**src/hw/rtl/touch_swipe_tap_classifier_top_defines.svh**
```systemverilog
// assertion helpers used by the top-level rtl file
`ifndef TOUCH_SWIPE_TAP_CLASSIFIER_TOP_DEFINES_SVH
`define TOUCH_SWIPE_TAP_CLASSIFIER_TOP_DEFINES_SVH

// same-cycle implication, checked out of reset
`define TSTC_ASSERT_IMPL(label, ante, cons) \
    label: assert property (@(posedge clk) disable iff (!rst_n) (ante) |-> (cons)) \
        else $error("tstc check failed");

// next-cycle implication, checked out of reset
`define TSTC_ASSERT_NEXT(label, ante, cons) \
    label: assert property (@(posedge clk) disable iff (!rst_n) (ante) |=> (cons)) \
        else $error("tstc check failed");

`endif

```
**src/hw/rtl/tstc_pkg.sv**
```systemverilog
`default_nettype none

package tstc_pkg;

    localparam int COORD_BITS = 12;
    localparam int PAGE_BITS  = 8;
    localparam int HOLD_BITS  = 16;
    localparam int TIME_BITS  = 32;
    localparam int ALU_W      = 32;
    localparam int CFG_IDX_W  = 3;

    // gesture codes
    localparam logic [1:0] GEST_NONE  = 2'd0;
    localparam logic [1:0] GEST_LEFT  = 2'd1;
    localparam logic [1:0] GEST_RIGHT = 2'd2;
    localparam logic [1:0] GEST_TAP   = 2'd3;

    // register indexes
    localparam logic [CFG_IDX_W-1:0] REG_PAGE_COUNT    = 3'd0;
    localparam logic [CFG_IDX_W-1:0] REG_SWIPE_MIN_DX  = 3'd1;
    localparam logic [CFG_IDX_W-1:0] REG_SWIPE_MAX_DY  = 3'd2;
    localparam logic [CFG_IDX_W-1:0] REG_TAP_MAX_DELTA = 3'd3;
    localparam logic [CFG_IDX_W-1:0] REG_HOLDOFF_MS    = 3'd4;

    typedef logic [ALU_W-1:0] alu_word_t;

    typedef struct packed {
        logic                  touched;
        logic [COORD_BITS-1:0] pos_x;
        logic [COORD_BITS-1:0] pos_y;
        logic [TIME_BITS-1:0]  now_ms;
    } sample_t;

    typedef struct packed {
        logic [1:0]            gesture;
        logic [PAGE_BITS-1:0]  page_index;
        logic [COORD_BITS-1:0] tap_x;
        logic [COORD_BITS-1:0] tap_y;
    } result_t;

    typedef struct packed {
        logic      sub;
        alu_word_t a;
        alu_word_t b;
    } alu_req_t;

    typedef struct packed {
        logic      carry;
        alu_word_t value;
    } alu_rsp_t;

endpackage

`default_nettype wire

```
**src/hw/rtl/touch_swipe_tap_classifier_top.sv**
```systemverilog
// Touch swipe and tap classifier. One touch sample is taken per request; every
// sample gives one result with the gesture, the page index and the tap point.
// A touched sample, or an untouched one with no press open, goes straight to
// the output state. A release runs a sequencer over one shared 32-bit
// add/subtract unit: time check, travel magnitudes and threshold compares
// (a release inside the holdoff stops after the time check), and a swipe then
// forms the dividend (page plus one for left, page plus total less one for
// right) and runs 9 restoring remainder steps for the page wrap. sample_stall
// stays high while an item is in work. The result sits in an output register,
// so the next sample is taken while a result waits; an item cannot finish
// until that register is free.
`default_nettype none

`include "touch_swipe_tap_classifier_top_defines.svh"

module touch_swipe_tap_classifier_top (
    input  wire                                  clk,
    input  wire                                  rst_n,
    input  wire                                  sample_valid,
    output logic                                 sample_stall,
    input  wire tstc_pkg::sample_t               sample,
    output logic                                 result_valid,
    input  wire                                  result_stall,
    output tstc_pkg::result_t                    result,
    input  wire                                  cfg_valid,
    output logic                                 cfg_ready,
    input  wire [tstc_pkg::CFG_IDX_W-1:0]        cfg_index,
    input  wire [tstc_pkg::HOLD_BITS-1:0]        cfg_data
);

    localparam logic [3:0] S_IDLE = 4'd0;
    localparam logic [3:0] S_ELAP = 4'd1;
    localparam logic [3:0] S_HOLD = 4'd2;
    localparam logic [3:0] S_DX1  = 4'd3;
    localparam logic [3:0] S_DX2  = 4'd4;
    localparam logic [3:0] S_DY1  = 4'd5;
    localparam logic [3:0] S_DY2  = 4'd6;
    localparam logic [3:0] S_CMIN = 4'd7;
    localparam logic [3:0] S_CDY  = 4'd8;
    localparam logic [3:0] S_CTX  = 4'd9;
    localparam logic [3:0] S_CTY  = 4'd10;
    localparam logic [3:0] S_PRE1 = 4'd11;
    localparam logic [3:0] S_PRE2 = 4'd12;
    localparam logic [3:0] S_DIV  = 4'd13;
    localparam logic [3:0] S_OUT  = 4'd14;

    localparam int CB = tstc_pkg::COORD_BITS;
    localparam int PB = tstc_pkg::PAGE_BITS;
    localparam int DB = tstc_pkg::PAGE_BITS + 1;
    localparam logic [3:0] DIV_LAST = 4'(DB - 1);

    // configuration
    logic [PB-1:0]                  page_count_reg;
    logic [CB-1:0]                  swipe_min_dx_reg;
    logic [CB-1:0]                  swipe_max_dy_reg;
    logic [CB-1:0]                  tap_max_delta_reg;
    logic [tstc_pkg::HOLD_BITS-1:0] holdoff_ms_reg;

    // tracked state
    logic                           pressed_reg, pressed_next;
    logic [CB-1:0]                  start_x_reg, start_x_next;
    logic [CB-1:0]                  start_y_reg, start_y_next;
    logic [CB-1:0]                  recent_x_reg, recent_x_next;
    logic [CB-1:0]                  recent_y_reg, recent_y_next;
    logic [tstc_pkg::TIME_BITS-1:0] last_eval_reg, last_eval_next;
    logic [PB-1:0]                  page_reg, page_next;

    // sequencer working registers
    logic [3:0]                     state_reg, state_next;
    logic [tstc_pkg::TIME_BITS-1:0] now_reg, now_next;
    logic [tstc_pkg::TIME_BITS-1:0] elapsed_reg, elapsed_next;
    logic                           dx_neg_reg, dx_neg_next;
    logic                           dy_neg_reg, dy_neg_next;
    logic [CB-1:0]                  adx_reg, adx_next;
    logic [CB-1:0]                  ady_reg, ady_next;
    logic                           big_dx_reg, big_dx_next;
    logic                           dy_ok_reg, dy_ok_next;
    logic                           tap_dx_reg, tap_dx_next;
    logic [1:0]                     gest_reg, gest_next;
    logic [DB-1:0]                  div_reg, div_next;
    logic [PB-1:0]                  rem_reg, rem_next;
    logic [3:0]                     cnt_reg, cnt_next;

    logic                           out_valid_reg, out_valid_next;
    tstc_pkg::result_t              out_reg, out_next;

    tstc_pkg::alu_req_t             alu_req;
    tstc_pkg::alu_rsp_t             alu_rsp;

    logic [PB-1:0]                  total;
    logic [DB-1:0]                  shifted;
    logic                           out_free;
    logic                           take;

    tstc_alu u_alu (
        .req (alu_req),
        .rsp (alu_rsp)
    );

    assign total    = (page_count_reg == '0) ? PB'(1) : page_count_reg;
    assign shifted  = {rem_reg, div_reg[DB-1]};
    assign out_free = !out_valid_reg || !result_stall;
    assign take     = sample_valid && !sample_stall;

    assign sample_stall = (state_reg != S_IDLE);
    assign result_valid = out_valid_reg;
    assign result       = out_reg;
    assign cfg_ready    = 1'b1;

    // operand select for the shared unit
    always_comb
    begin
        alu_req.sub = 1'b1;
        alu_req.a   = '0;
        alu_req.b   = '0;
        case (state_reg)
            S_ELAP:
            begin
                alu_req.a = now_reg;
                alu_req.b = last_eval_reg;
            end
            S_HOLD:
            begin
                alu_req.a = tstc_pkg::alu_word_t'(holdoff_ms_reg);
                alu_req.b = elapsed_reg;
            end
            S_DX1:
            begin
                alu_req.a = tstc_pkg::alu_word_t'(recent_x_reg);
                alu_req.b = tstc_pkg::alu_word_t'(start_x_reg);
            end
            S_DX2:
            begin
                alu_req.a = tstc_pkg::alu_word_t'(start_x_reg);
                alu_req.b = tstc_pkg::alu_word_t'(recent_x_reg);
            end
            S_DY1:
            begin
                alu_req.a = tstc_pkg::alu_word_t'(recent_y_reg);
                alu_req.b = tstc_pkg::alu_word_t'(start_y_reg);
            end
            S_DY2:
            begin
                alu_req.a = tstc_pkg::alu_word_t'(start_y_reg);
                alu_req.b = tstc_pkg::alu_word_t'(recent_y_reg);
            end
            S_CMIN:
            begin
                alu_req.a = tstc_pkg::alu_word_t'(swipe_min_dx_reg);
                alu_req.b = tstc_pkg::alu_word_t'(adx_reg);
            end
            S_CDY:
            begin
                alu_req.a = tstc_pkg::alu_word_t'(ady_reg);
                alu_req.b = tstc_pkg::alu_word_t'(swipe_max_dy_reg);
            end
            S_CTX:
            begin
                alu_req.a = tstc_pkg::alu_word_t'(adx_reg);
                alu_req.b = tstc_pkg::alu_word_t'(tap_max_delta_reg);
            end
            S_CTY:
            begin
                alu_req.a = tstc_pkg::alu_word_t'(ady_reg);
                alu_req.b = tstc_pkg::alu_word_t'(tap_max_delta_reg);
            end
            S_PRE1:
            begin
                alu_req.sub = 1'b0;
                alu_req.a   = tstc_pkg::alu_word_t'(page_reg);
                alu_req.b   = (gest_reg == tstc_pkg::GEST_LEFT)
                              ? tstc_pkg::alu_word_t'(1)
                              : tstc_pkg::alu_word_t'(total);
            end
            S_PRE2:
            begin
                alu_req.a = tstc_pkg::alu_word_t'(div_reg);
                alu_req.b = tstc_pkg::alu_word_t'(1);
            end
            S_DIV:
            begin
                alu_req.a = tstc_pkg::alu_word_t'(shifted);
                alu_req.b = tstc_pkg::alu_word_t'(total);
            end
            default:
            begin
                alu_req.sub = 1'b1;
            end
        endcase
    end

    always_comb
    begin
        pressed_next   = pressed_reg;
        start_x_next   = start_x_reg;
        start_y_next   = start_y_reg;
        recent_x_next  = recent_x_reg;
        recent_y_next  = recent_y_reg;
        last_eval_next = last_eval_reg;
        page_next      = page_reg;
        state_next     = state_reg;
        now_next       = now_reg;
        elapsed_next   = elapsed_reg;
        dx_neg_next    = dx_neg_reg;
        dy_neg_next    = dy_neg_reg;
        adx_next       = adx_reg;
        ady_next       = ady_reg;
        big_dx_next    = big_dx_reg;
        dy_ok_next     = dy_ok_reg;
        tap_dx_next    = tap_dx_reg;
        gest_next      = gest_reg;
        div_next       = div_reg;
        rem_next       = rem_reg;
        cnt_next       = cnt_reg;
        out_valid_next = out_valid_reg && result_stall;
        out_next       = out_reg;

        case (state_reg)
            S_IDLE:
            begin
                if (take)
                begin
                    now_next   = sample.now_ms;
                    gest_next  = tstc_pkg::GEST_NONE;
                    state_next = S_OUT;
                    if (sample.touched)
                    begin
                        if (!pressed_reg)
                        begin
                            start_x_next = sample.pos_x;
                            start_y_next = sample.pos_y;
                        end
                        pressed_next  = 1'b1;
                        recent_x_next = sample.pos_x;
                        recent_y_next = sample.pos_y;
                    end
                    else if (pressed_reg)
                    begin
                        pressed_next = 1'b0;
                        state_next   = S_ELAP;
                    end
                end
            end
            S_ELAP:
            begin
                elapsed_next = alu_rsp.value;
                state_next   = S_HOLD;
            end
            S_HOLD:
            begin
                // borrow means elapsed exceeds the holdoff
                if (alu_rsp.carry)
                begin
                    last_eval_next = now_reg;
                    state_next     = S_DX1;
                end
                else
                begin
                    state_next = S_OUT;
                end
            end
            S_DX1:
            begin
                dx_neg_next = alu_rsp.carry;
                adx_next    = alu_rsp.value[CB-1:0];
                state_next  = S_DX2;
            end
            S_DX2:
            begin
                if (dx_neg_reg)
                begin
                    adx_next = alu_rsp.value[CB-1:0];
                end
                state_next = S_DY1;
            end
            S_DY1:
            begin
                dy_neg_next = alu_rsp.carry;
                ady_next    = alu_rsp.value[CB-1:0];
                state_next  = S_DY2;
            end
            S_DY2:
            begin
                if (dy_neg_reg)
                begin
                    ady_next = alu_rsp.value[CB-1:0];
                end
                state_next = S_CMIN;
            end
            S_CMIN:
            begin
                big_dx_next = alu_rsp.carry;
                state_next  = S_CDY;
            end
            S_CDY:
            begin
                dy_ok_next = alu_rsp.carry;
                state_next = S_CTX;
            end
            S_CTX:
            begin
                tap_dx_next = alu_rsp.carry;
                state_next  = S_CTY;
            end
            S_CTY:
            begin
                if (big_dx_reg && dy_ok_reg)
                begin
                    gest_next  = dx_neg_reg ? tstc_pkg::GEST_LEFT : tstc_pkg::GEST_RIGHT;
                    state_next = S_PRE1;
                end
                else if (tap_dx_reg && alu_rsp.carry)
                begin
                    gest_next  = tstc_pkg::GEST_TAP;
                    state_next = S_OUT;
                end
                else
                begin
                    state_next = S_OUT;
                end
            end
            S_PRE1:
            begin
                div_next = alu_rsp.value[DB-1:0];
                rem_next = '0;
                cnt_next = '0;
                state_next = (gest_reg == tstc_pkg::GEST_LEFT) ? S_DIV : S_PRE2;
            end
            S_PRE2:
            begin
                div_next   = alu_rsp.value[DB-1:0];
                state_next = S_DIV;
            end
            S_DIV:
            begin
                // restoring remainder, one dividend bit a step
                rem_next = alu_rsp.carry ? shifted[PB-1:0] : alu_rsp.value[PB-1:0];
                div_next = {div_reg[DB-2:0], 1'b0};
                cnt_next = cnt_reg + 4'd1;
                if (cnt_reg == DIV_LAST)
                begin
                    page_next  = alu_rsp.carry ? shifted[PB-1:0] : alu_rsp.value[PB-1:0];
                    state_next = S_OUT;
                end
            end
            S_OUT:
            begin
                if (out_free)
                begin
                    out_valid_next     = 1'b1;
                    out_next.gesture    = gest_reg;
                    out_next.page_index = page_reg;
                    out_next.tap_x      = (gest_reg == tstc_pkg::GEST_TAP) ? recent_x_reg : '0;
                    out_next.tap_y      = (gest_reg == tstc_pkg::GEST_TAP) ? recent_y_reg : '0;
                    state_next          = S_IDLE;
                end
            end
            default:
            begin
                state_next = S_IDLE;
            end
        endcase
    end

    always_ff @(posedge clk or negedge rst_n)
    begin
        if (!rst_n)
        begin
            page_count_reg    <= PB'(1);
            swipe_min_dx_reg  <= CB'(35);
            swipe_max_dy_reg  <= CB'(70);
            tap_max_delta_reg <= CB'(20);
            holdoff_ms_reg    <= tstc_pkg::HOLD_BITS'(150);
        end
        else if (cfg_valid && cfg_ready)
        begin
            case (cfg_index)
                tstc_pkg::REG_PAGE_COUNT:    page_count_reg    <= cfg_data[PB-1:0];
                tstc_pkg::REG_SWIPE_MIN_DX:  swipe_min_dx_reg  <= cfg_data[CB-1:0];
                tstc_pkg::REG_SWIPE_MAX_DY:  swipe_max_dy_reg  <= cfg_data[CB-1:0];
                tstc_pkg::REG_TAP_MAX_DELTA: tap_max_delta_reg <= cfg_data[CB-1:0];
                tstc_pkg::REG_HOLDOFF_MS:    holdoff_ms_reg    <= cfg_data;
                default:
                begin
                end
            endcase
        end
    end

    always_ff @(posedge clk or negedge rst_n)
    begin
        if (!rst_n)
        begin
            pressed_reg   <= 1'b0;
            start_x_reg   <= '0;
            start_y_reg   <= '0;
            recent_x_reg  <= '0;
            recent_y_reg  <= '0;
            last_eval_reg <= '0;
            page_reg      <= '0;
            state_reg     <= S_IDLE;
            out_valid_reg <= 1'b0;
        end
        else
        begin
            pressed_reg   <= pressed_next;
            start_x_reg   <= start_x_next;
            start_y_reg   <= start_y_next;
            recent_x_reg  <= recent_x_next;
            recent_y_reg  <= recent_y_next;
            last_eval_reg <= last_eval_next;
            page_reg      <= page_next;
            state_reg     <= state_next;
            out_valid_reg <= out_valid_next;
        end
    end

    always_ff @(posedge clk)
    begin
        now_reg     <= now_next;
        elapsed_reg <= elapsed_next;
        dx_neg_reg  <= dx_neg_next;
        dy_neg_reg  <= dy_neg_next;
        adx_reg     <= adx_next;
        ady_reg     <= ady_next;
        big_dx_reg  <= big_dx_next;
        dy_ok_reg   <= dy_ok_next;
        tap_dx_reg  <= tap_dx_next;
        gest_reg    <= gest_next;
        div_reg     <= div_next;
        rem_reg     <= rem_next;
        cnt_reg     <= cnt_next;
        out_reg     <= out_next;
    end

    `TSTC_ASSERT_IMPL(a_rem_below_total, state_reg == S_DIV, rem_reg < total)
    `TSTC_ASSERT_IMPL(a_div_count_bound, state_reg == S_DIV, cnt_reg <= DIV_LAST)
    `TSTC_ASSERT_NEXT(a_touch_sets_press, take && sample.touched, pressed_reg)
    `TSTC_ASSERT_NEXT(a_out_loads, state_reg == S_OUT && out_free,
                      out_valid_reg && state_reg == S_IDLE)

endmodule

`default_nettype wire

```
**src/hw/rtl/tstc_alu.sv**
```systemverilog
`default_nettype none

module tstc_alu (
    input  wire tstc_pkg::alu_req_t req,
    output tstc_pkg::alu_rsp_t      rsp
);

    logic [tstc_pkg::ALU_W:0] sum;

    // carry is the borrow when subtracting
    always_comb
    begin
        if (req.sub)
        begin
            sum = {1'b0, req.a} - {1'b0, req.b};
        end
        else
        begin
            sum = {1'b0, req.a} + {1'b0, req.b};
        end
        rsp.carry = sum[tstc_pkg::ALU_W];
        rsp.value = sum[tstc_pkg::ALU_W-1:0];
    end

endmodule

`default_nettype wire
```
**config.mk**
```make
export PLATFORM = sky130hd
export DESIGN_NAME = touch_swipe_tap_classifier_top
export DESIGN_NICKNAME = d
export VERILOG_FILES = /design/src/hw/rtl/tstc_pkg.sv /design/src/hw/rtl/touch_swipe_tap_classifier_top.sv /design/src/hw/rtl/tstc_alu.sv
export VERILOG_INCLUDE_DIRS = /design/src /design/src/hw/rtl
export SDC_FILE = /design/constraint.sdc
export NUM_CORES = 1
export LEC_CHECK = 0
export ABC_AREA = 1
export BUFFER_PORTS_ARGS = -buffer_cell sky130_fd_sc_hd__buf_2
export CAP_MARGIN = 30
export CORE_MARGIN = 1.5
export CORE_UTILIZATION = 50
export DETAILED_ROUTE_END_ITERATION = 16
export PLACE_DENSITY = 0.68
export REMOVE_ABC_BUFFERS = 1
export SYNTH_ARGS = -nofsm -noshare
export SYNTH_HDL_FRONTEND = slang
export SYNTH_SLANG_ARGS = --single-unit
```
**constraint.sdc**
```tcl
create_clock -name clk -period 8.9 [get_ports clk]
set_clock_uncertainty 0.1 [all_clocks]
set_input_delay 0.445 -clock clk [delete_from_list [all_inputs] [get_ports clk]]
set_output_delay 0.445 -clock clk [all_outputs]
set_load 0.02 [all_outputs]
```
==> key figures, run 1 <==
Min path
  • Hold Path Depth: 2
  • Hold Path Class: input port to flip-flop

STA
  • Hold Fails Final Rpt: 0
  • Peak Freq: 153 MHz
  • Max Transition Viols Final: 0
  • Sum of negative setup slack: 0 ns
  • Slew HR: 26.7%
  • Crit share post-route: 73.5%
  • Min Tclk post-route: 6.54 ns
  • RSZ-0062 raised after global routing: false
  • Endpoints failing setup: 0
  • Worst Slack Setup Final: 2.36 ns
  • Tightest Pin Transition: 1.10 ns

Synth
  • Synth Instances: 1828
  • Top cell type's share of synthesized area: 28.6%
  • Largest cells by area after synthesis: edfxtp_1, dfrtp_1, nand2_1, o21ai_0, inv_1
  • Area leader, netlist: edfxtp_1
  • Synth unique cells: 50
  • Ys flop type: edfxtp_1
  • Most frequent cells after synthesis: nand2_1, inv_1, nor2_1
  • EDFF count, synth: 150
  • Netlist Area Pre-Place: 15700 µm²
  • Syn_area_per_cell: 8.61 µm²
  • Asr flop ratio synth: 50.7%
  • Yosys warnings: 0
  • Synth Register Bits: 304
  • Most common cell in the netlist: nand2_1
  • Post-synthesis sequential area ratio: 53.2%

Floorplanning
  • Die width: 180 µm
  • Core area: 30800 µm²
  • DIE AREA: 32600 µm²
  • Row count: 64
  • Die Y-Extent: 180 µm
  • Initial Util: 51.1%
  • I/O pin count: 118

Critical path
  • Kind of critical path: flip-flop to flip-flop
  • Worst path most repeated cell: nand2_1
  • Crit-path slowest cell: nand3_2
  • Worst Path Required: 9.23 ns
  • Slowest stage delay, CP: 0.57 ns
  • CP Launch Type: flip-flop
  • Critical path endpoint category: flip-flop
  • Reg2Reg Depth: 29
  • CP max FO: 40
  • CP arrival: 6.87 ns

Drt
  • Routed via count: 13.5k
  • First drt pass iteration count: 5
  • Post-DRT Antenna Nets: 0
  • Initial DRC count: 1184
  • Final routed DRC violation total: 0
  • Routed Wire Length: 47000 µm
  • Routed len/inst: 19.6 µm
  • Vias/cell: 5.63

Clock network
  • Worst-Skew Late Latency: 0.56 ns
  • # clock sinks: 304
  • Clock-pin slew of the registers on the worst-case setup and hold paths: 0.06 ns
  • H-tree depth: 1
  • CTS tree: yes
  • Cts bufs inserted: 31
  • Root Driver: clkbuf_16
  • CTS max path bufs: 3
  • Post-cts repair resize count: 0

Placement
  • I/O Buffers: 116
  • Placed cell count: 2304
  • HPWL Detailed: 34100 µm
  • Placer Congestion: 0.949
  • DP Worst Slack: 2.44 ns

Finish
  • Final #Nets: 2093
  • FF/Latch Area: 8370 µm²
  • FILL cells: 2819
  • N_diodes: 0
  • Area of the multi-input gates: 6310 µm²
  • Post-Layout Cell Count: 2396
  • Largest register FFs: 34
  • Area delta synth->final: 15.5%
  • Final core utilization: 59.0%
  • Layout cells sized above 1: 12.3%

Global routing
  • Largest net degree at the start of global routing: 85
  • GRT Resource Usage Total: 28.8%
  • GR Util met1: 39.4%
  • Vias in the first global route: 13.1k
  • Initial antenna violation count: 0
  • First-pass GRT wire length: 72900 µm
  • GR Util met3: 3.98%
  • Layer with the highest usage: met2
  • Global route overflow: 0
  • GR Util met2: 47.4%

Run status
  • Outcome: completed

Run
  • Max_cap viols: 0
per-stage QoR:
stage	cell area [µm²]	hold WS, ns
floorplan	15400	0.0494
global placement	16700	0.367
detailed placement	16800	0.376
CTS	18200	0.00295
global route	18200	0.0215
finish	18200	0.0254
per-layer routing:
| layer | routed length [µm] | share of wire [%] |
|---|---|---|
| met3 | 3130 | 6.7 |
| met2 | 21800 | 46 |
| met5 | 0 | 0 |
| met1 | 20500 | 44 |
| met4 | 1600 | 3.4 |
what timing repair did:
item                                    CTS  global route
hold buffers                             35             0
endpoints found under the setup margin    0             0
buffers inserted                          0             0
endpoints found under the hold margin   106             0
cell type report:
type | count | share of cell area [%]
clock inverters | 7 | 0.475
clock buffers | 50 | 5.10
repair buffers | 179 | 6.65
multi-input cells | 1251 | 34.7
inverters | 209 | 4.31
well taps | 396 | 2.72
flip-flops and latches | 304 | 46.0
worst paths after layout:
path                              start                 end  slack (ns)
hold reg to reg             page_reg[1]          result[25]        0.38
setup / recovery           state_reg[1]   last_eval_reg[28]        2.36
max in group asynchronous         rst_n   last_eval_reg[20]        6.83
min in group asynchronous         rst_n      start_x_reg[4]        0.41
hold / removal             cfg_data[15]  holdoff_ms_reg[15]        0.03
setup reg to reg           state_reg[1]   last_eval_reg[28]        2.36
cells by family (layout without fill, tap and decap cells):
group	after synthesis	in the layout	synth area share, %
other	1	1	0.0238
and+or+nand+nor	819	819	21.4
DFF	304	304	53.2
buffers and inverters	273	445	6.91
AOI/OAI and AO/OA	337	337	12.3
muxes	4	4	0.286
adders and majority gates	36	36	2.91
xor gates and xnor gates	54	54	3.00
critical path: cells and delay by family (launching register included):
family	cells	cell delay (ns)
AOI/OAI and AO/OA	1	0.07
adders and majority gates	2	0.57
and+or+nand+nor	20	3.93
DFF	1	0.49
buffers and inverters	6	1.20
cell usage in the layout, fill, tap and decap left out, types with 9 or more instances in the layout:
cell	synthesis	final
buf_2	20	115
a221oi_1	28	28
dfstp_2	13	13
nand4_1	13	13
a22o_1	10	10
edfxtp_1	150	150
a21oi_1	58	58
o22ai_1	14	14
dlygate4sd3_1	0	35
nor2_2	8	9
xor2_1	37	37
nand3_1	116	115
inv_1	200	200
o21ai_1	38	38
buf_4	4	22
nor3_1	9	9
clkbuf_16	0	31
nor2_1	178	174
o21ai_0	164	164
ha_1	35	35
clkbuf_1	30	11
xnor2_1	17	17
nand2_1	472	472
dfrtp_1	141	141
Power of run 1 is not shown: default switching activity piles up to over one toggle a cycle in this logic, so the estimate is an artifact.
==> run 2: changes to the inputs <==
PLACE_DENSITY = 0.71   (was 0.68)
clock period = 6 ns   (was 8.9 ns; I/O delays follow)
==> key figures, run 2 (synthesis results as in run 1) <==
Global routing
  • GR Util met1: 40.1% (+0.71 points)
  • Global route overflow: 0 (unchanged)
  • GRT Resource Usage Total: 29.9% (+1.1 points)
  • Initial antenna violation count: 0 (unchanged)
  • GR Util met2: 50.2% (+2.8 points)
  • GR Util met3: 4.57% (+0.59 points)
  • Layer with the highest usage: met2
  • First-pass GRT wire length: 75600 µm (+3.6%)
  • Vias in the first global route: 13.5k (+3.0%)
  • Largest net degree at the start of global routing: 86 (+1.2%)

Critical path
  • Slowest stage delay, CP: 0.50 ns (-0.07 ns)
  • Critical R2R Launch: state_reg[2]
  • RR Endpoint: gest_reg[0]
  • Critical path depth: 28 (-3.4%)
  • Largest delay contributor family on the critical path: simple AND/OR/NAND/NOR gates
  • CP endpoint: gest_reg[0]
  • Worst Path Required: 6.11 ns (-3.12 ns)
  • CP Launch Type: flip-flop
  • Kind of critical path: flip-flop to flip-flop
  • CP max FO: 29 (-28%)
  • Crit-path slowest cell: dfrtp_1
  • Worst R2R Setup Slack: 0.41 ns (-1.95 ns)
  • Reg2Reg Depth: 28 (-3.4%)
  • Crit path buf inv count: 6 (unchanged)
  • Critical path endpoint category: flip-flop
  • CP arrival: 5.70 ns (-1.17 ns)
  • Worst setup startpoint: state_reg[2]

Drt
  • Routed via count: 13.8k (+2.0%)
  • First drt pass iteration count: 5 (unchanged)
  • Vias/cell: 5.63 (about the same)
  • Post-DRT Antenna Nets: 0 (unchanged)
  • Initial DRC count: 1384 (+17%)
  • Final routed DRC violation total: 0 (unchanged)
  • Routed Wire Length: 48300 µm (+2.7%)
  • Routed len/inst: 19.8 µm (+0.80%)

STA
  • Sum of negative setup slack: 0 ns (unchanged)
  • Hold Fails Final Rpt: 0 (unchanged)
  • Max Transition Viols Final: 0 (unchanged)
  • Worst Slack Setup Final: 0.410 ns (-1.95 ns)
  • Slew HR: 30.9% (+4.2 points)
  • RSZ-0062 raised after global routing: false
  • Crit share post-route: 93.2% (+20 points)
  • Min Tclk post-route: 5.59 ns (-0.948 ns)
  • Endpoints failing setup: 0 (unchanged)
  • Peak Freq: 179 MHz (+17%)
  • Tightest Pin Transition: 1.03 ns (-0.0655 ns)

Clock network
  • Root Driver: clkbuf_16
  • CTS tree: yes
  • Clock-pin slew of the registers on the worst-case setup and hold paths: 0.06 ns (about the same)
  • Worst-Skew Late Latency: 0.53 ns (-0.03 ns)
  • Cts bufs inserted: 35 (+13%)
  • Post-CTS Setup Repair Bufs: 0 (unchanged)
  • CTS max path bufs: 3 (unchanged)
  • H-tree depth: 2 (+1)
  • # clock sinks: 304 (unchanged)

Finish
  • Commonest non-fill, non-tap cells in the layout: nand2_1, inv_1, nor2_1
  • Final #Nets: 2136 (+2.1%)
  • Layout cells sized above 1: 12.7% (+0.46 points)
  • Commonest non-fill, non-tap cell in the layout: nand2_1
  • Area delta synth->final: 19.2%
  • Largest register FFs: 34 (unchanged)
  • N_diodes: 0 (unchanged)

Run status
  • Outcome: completed

Floorplanning
  • Initial Util: 51.1% (unchanged)
  • I/O pin count: 118 (unchanged)
  • Die width: 180 µm (unchanged)
  • Row count: 64 (unchanged)
  • DIE AREA: 32600 µm² (unchanged)
  • Die Y-Extent: 180 µm (unchanged)
  • Core area: 30800 µm² (unchanged)

Placement
  • I/O Buffers: 116 (unchanged)
  • DP Worst Slack: 0.504 ns (-1.94 ns)
  • Placer Congestion: 0.983 (+3.7%)
  • HPWL Detailed: 34400 µm (+0.88%)

Run
  • Max_cap viols: 0 (unchanged)

Min path
  • Hold Path Class: input port to flip-flop
  • HP Start: cfg_data[11]
## run 2: cell types whose count changed in the layout (fill, tap and decap cells not counted), moves of 4 or more
cell / previous run / this run
dlygate4sd3_1: 35 / 63
buf_4: 22 / 34
clkbuf_16: 31 / 38
clkbuf_8: 8 / 3
buf_8: 4 / 0
## run 2: worst min-delay path by stage
stage,to,slack [ns],cells past startpoint
after global routing,holdoff_ms_reg[1],0.05,3
final,tap_max_delta_reg[11],0.03,3
after global placement,recent_y_reg[4],0.33,1
after detailed placement,recent_y_reg[4],0.32,1
after floorplan,holdoff_ms_reg[0],-0.1,0
after CTS,tap_max_delta_reg[11],0.01,3
## run 2: area by class of cell
type	instances	area, µm²
Sequential cell	304	8370
Timing Repair Buffer	218	1600
Clock inverter	10	163
Inverter	209	785
Fill cell	2662	12100
Multi-Input combinational cell	1251	6320
Clock buffer	54	1040
Tap cell	396	495
## run 2: worst reg2reg max path: cells and delay by family (launching register included)
kind | cells | cell delay, ns
and+or+nand+nor | 18 | 2.92
buffers and inverters | 6 | 0.77
AOI/OAI and AO/OA | 2 | 0.39
DFF | 1 | 0.50
adders and majority gates | 2 | 0.61
## run 2: through the flow
stage	std cells	area, µm²	hold WS [ns]	utilization [%]
floorplan	1764	15400	-0.0956	-
global placement	2312	16900	0.326	54.7
detailed placement	2314	16900	0.324	54.8
CTS	2441	18700	0.0137	60.8
global route	2442	18800	0.0460	60.9
finish	2442	18800	0.0321	60.9
## run 2: timing repair
item	4_1_cts	5_1_grt
resized for setup	0	1
hold buffers	63	0
endpoints found under the hold margin	158	0
setup endpoints to repair	0	35
## run 2: layer usage
layer / wire length (µm) / up-vias
met2: 22800 / 653
met5: 0 / -
met3: 3730 / 110
li1: - / 6455
met1: 20400 / 6535
met4: 1320 / 0
Power of run 2 is left out for the same reason.
==> run 3: changes to the inputs <==
SYNTH_HIERARCHICAL = 1   (was default)
==> key figures, run 3 <==
Critical path
  • Reg2Reg Depth: 29 (+3.6%)
  • Worst Path Required: 6.14 ns (+0.03 ns)
  • Slowest stage delay, CP: 0.47 ns (-0.03 ns)
  • Worst R2R Setup Slack: 0.60 ns (+0.19 ns)
  • Critical R2R Launch: state_reg[0]
  • Kind of critical path: flip-flop to flip-flop
  • CP max FO: 20 (-31%)
  • Critical path endpoint category: flip-flop
  • CP Launch Type: flip-flop
  • CP arrival: 5.54 ns (-0.16 ns)
  • RR Endpoint: rem_reg[2]
  • Crit-path slowest cell: dfrtp_1
  • Worst path most repeated cell: nand2_1

Clock network
  • # clock sinks: 304 (unchanged)
  • CTS max path bufs: 3 (unchanged)
  • Clock-pin slew of the registers on the worst-case setup and hold paths: 0.06 ns (about the same)
  • Worst-Skew Late Latency: 0.51 ns (-0.02 ns)
  • Post-cts repair resize count: 0 (unchanged)
  • H-tree depth: 2 (unchanged)
  • Cts bufs inserted: 34 (-2.9%)
  • Root Driver: clkbuf_16
  • CTS tree: yes

Finish
  • N_diodes: 0 (unchanged)
  • Layout cells sized above 1: 11.7% (-1.0 points)
  • Largest register FFs: 34 (unchanged)
  • Area delta synth->final: 16.4%
  • Commonest non-fill, non-tap cells in the layout: nand2_1, inv_1, nor2_1
  • Final #Nets: 2459 (+15%)
  • Commonest non-fill, non-tap cell in the layout: nand2_1
  • Post-Layout Cell Count: 2815 (+15%)

Synth
  • Most frequent cells after synthesis: nand2_1, inv_1, nor2_1
  • Area leader, netlist: edfxtp_1
  • Mux contribution to synthesized area: 0.443% (+0.16 points)
  • Synth Area in Adders: 2.70% (-0.20 points)
  • EDFF count, synth: 150 (unchanged)
  • Yosys warnings: 6 (+6)
  • Largest family of logic cells by synthesized area: simple AND/OR/NAND/NOR gates
  • Syn_area_per_cell: 7.83 µm² (-9.1%)
  • Synth Instances: 2163 (+18%)
  • Xor and xnor area share after synthesis: 2.02% (-0.99 points)
  • Complex-gate fraction of the synthesized area: 9.55% (-2.7 points)
  • Synth unique cells: 39 (-22%)
  • Synth Register Bits: 304 (unchanged)
  • Most common cell in the netlist: nand2_1
  • Ys flop type: edfxtp_1
  • Post-synthesis sequential area ratio: 49.4% (-3.7 points)
  • Asr flop ratio synth: 50.7% (unchanged)
  • Top cell type's share of synthesized area: 26.6% (-2.0 points)
  • Netlist Area Pre-Place: 16900 µm² (+7.6%)
  • Largest cells by area after synthesis: edfxtp_1, dfrtp_1, nand2_1, inv_1, o21ai_0
  • Simple-Gate Fraction of Synth Area: 26.4% (+5.0 points)

STA
  • Crit share post-route: 90.0% (-3.2 points)
  • Hold Slack: 0.00203 ns (-0.0301 ns)
  • Worst Slack Setup Final: 0.601 ns (+0.191 ns)
  • Hold Fails Final Rpt: 0 (unchanged)
  • Endpoints failing setup: 0 (unchanged)
  • Tightest Pin Transition: 0.976 ns (-0.0562 ns)
  • RSZ-0062 raised after global routing: false
  • Slew HR: 34.7% (+3.8 points)
  • Peak Freq: 185 MHz (+3.5%)
  • Min Tclk post-route: 5.40 ns (-0.191 ns)
  • Sum of negative setup slack: 0 ns (unchanged)
  • Max Transition Viols Final: 0 (unchanged)

Drt
  • Initial DRC count: 1321 (-4.6%)
  • Vias/cell: 5.23 (-7.1%)
  • Routed via count: 14.7k (+7.1%)
  • Routed Wire Length: 49500 µm (+2.6%)
  • First drt pass iteration count: 5 (unchanged)
  • Final routed DRC violation total: 0 (unchanged)
  • Routed len/inst: 17.6 µm (-11%)
  • Post-DRT Antenna Nets: 0 (unchanged)

Global routing
  • Initial antenna violation count: 0 (unchanged)
  • GRT Resource Usage Total: 28.4% (-1.6 points)
  • Largest net degree at the start of global routing: 88 (+2.3%)
  • First-pass GRT wire length: 77600 µm (+2.6%)
  • Global route overflow: 0 (unchanged)
  • Vias in the first global route: 13.7k (+1.7%)

Min path
  • HP Start: cfg_data[1]
  • Endpoint, Worst Hold: swipe_min_dx_reg[1]
  • Hold Path Depth: 3 (unchanged)
  • Hold Path Class: input port to flip-flop

Run
  • Max_cap viols: 0 (unchanged)

Floorplanning
  • Core area: 33400 µm² (+8.5%)
  • Initial Util: 50.6% (-0.44 points)
  • Die Y-Extent: 187 µm (+3.7%)
  • DIE AREA: 35000 µm² (+7.4%)
  • Row count: 67 (+4.7%)
  • I/O pin count: 118 (unchanged)
  • Die width: 187 µm (+3.7%)

Placement
  • HPWL Detailed: 37000 µm (+7.6%)
  • Placer Congestion: 0.991 (+0.76%)
  • Placed cell count: 2691 (+16%)
  • DP Worst Slack: 0.760 ns (+0.256 ns)
  • I/O Buffers: 116 (unchanged)

Run status
  • Outcome: completed
[run 3: changes by cell type in the layout (fill, tap and decap cells not counted), sizes merged, moves of 12 or more]
cell	delta
nor2	+39
nand2	+284
xnor2	-13
a21oi	-27
nand3	-24
buf	-12
o22ai	-15
o21ai	+34
inv	+113
a221oi	-28
[run 3: worst max-delay path, delay by kind of cell, from the launching register on]
family,cells,cell delay [ns]
AO/OA/AOI/OAI,3,0.71
XOR/XNOR,1,0.26
adder cells (fa/ha/maj),2,0.56
buffers and inverters,5,0.66
flip-flops,1,0.47
AND/OR/NAND/NOR,18,2.34
[run 3: metal layers]
| metal | global-route usage [%] | up-vias | share of wire, % |
|---|---|---|---|
| li1 | - | 7171 | - |
| met1 | 42.7 | 6881 | 47 |
| met2 | 42.6 | 609 | 43 |
| met3 | 4.88 | 70 | 8.2 |
| met4 | 7.01 | 0 | 2.0 |
| met5 | 0 | - | 0 |
[run 3: worst max path at each step]
stage                       from               end  cells past startpoint
floorplan           state_reg[2]      state_reg[0]                     31
detailed placement  state_reg[0]       gest_reg[1]                     28
CTS                 state_reg[0]  last_eval_reg[8]                     29
global route        state_reg[0]      state_reg[2]                     33
finish              state_reg[0]        rem_reg[2]                     29
global placement    state_reg[2]        rem_reg[2]                     30
[run 3: final cells by class]
cell class	instances	area [µm²]
fillers	3016	13700
inverters	322	1220
well taps	448	561
multi-input cells	1475	6980
flip-flops and latches	304	8370
clock buffers	51	998
clock inverters	10	130
repair buffers	205	1450
[run 3: kinds of logic after synthesis]
family | after synthesis
compound gates | 294
xor+xnor | 39
fa+ha+maj | 36
buf+inv | 384
flops | 304
mux | 7
other cells | 1
simple gates | 1098
[run 3: metrics by stage]
| stage | area, µm² | utilization (%) |
|---|---|---|
| detailed placement | 17900 | 53.6 |
| global placement | 17900 | 53.5 |
| finish | 19700 | 58.9 |
| floorplan | 16600 | - |
| CTS | 19700 | 58.9 |
| global route | 19700 | 58.9 |
[run 3: repair_timing]
item | CTS | global route
setup buffers | 0 | 0
hold buffers | 62 | 0
endpoints found under the hold margin | 151 | 0
Power of run 3 is left out for the same reason.
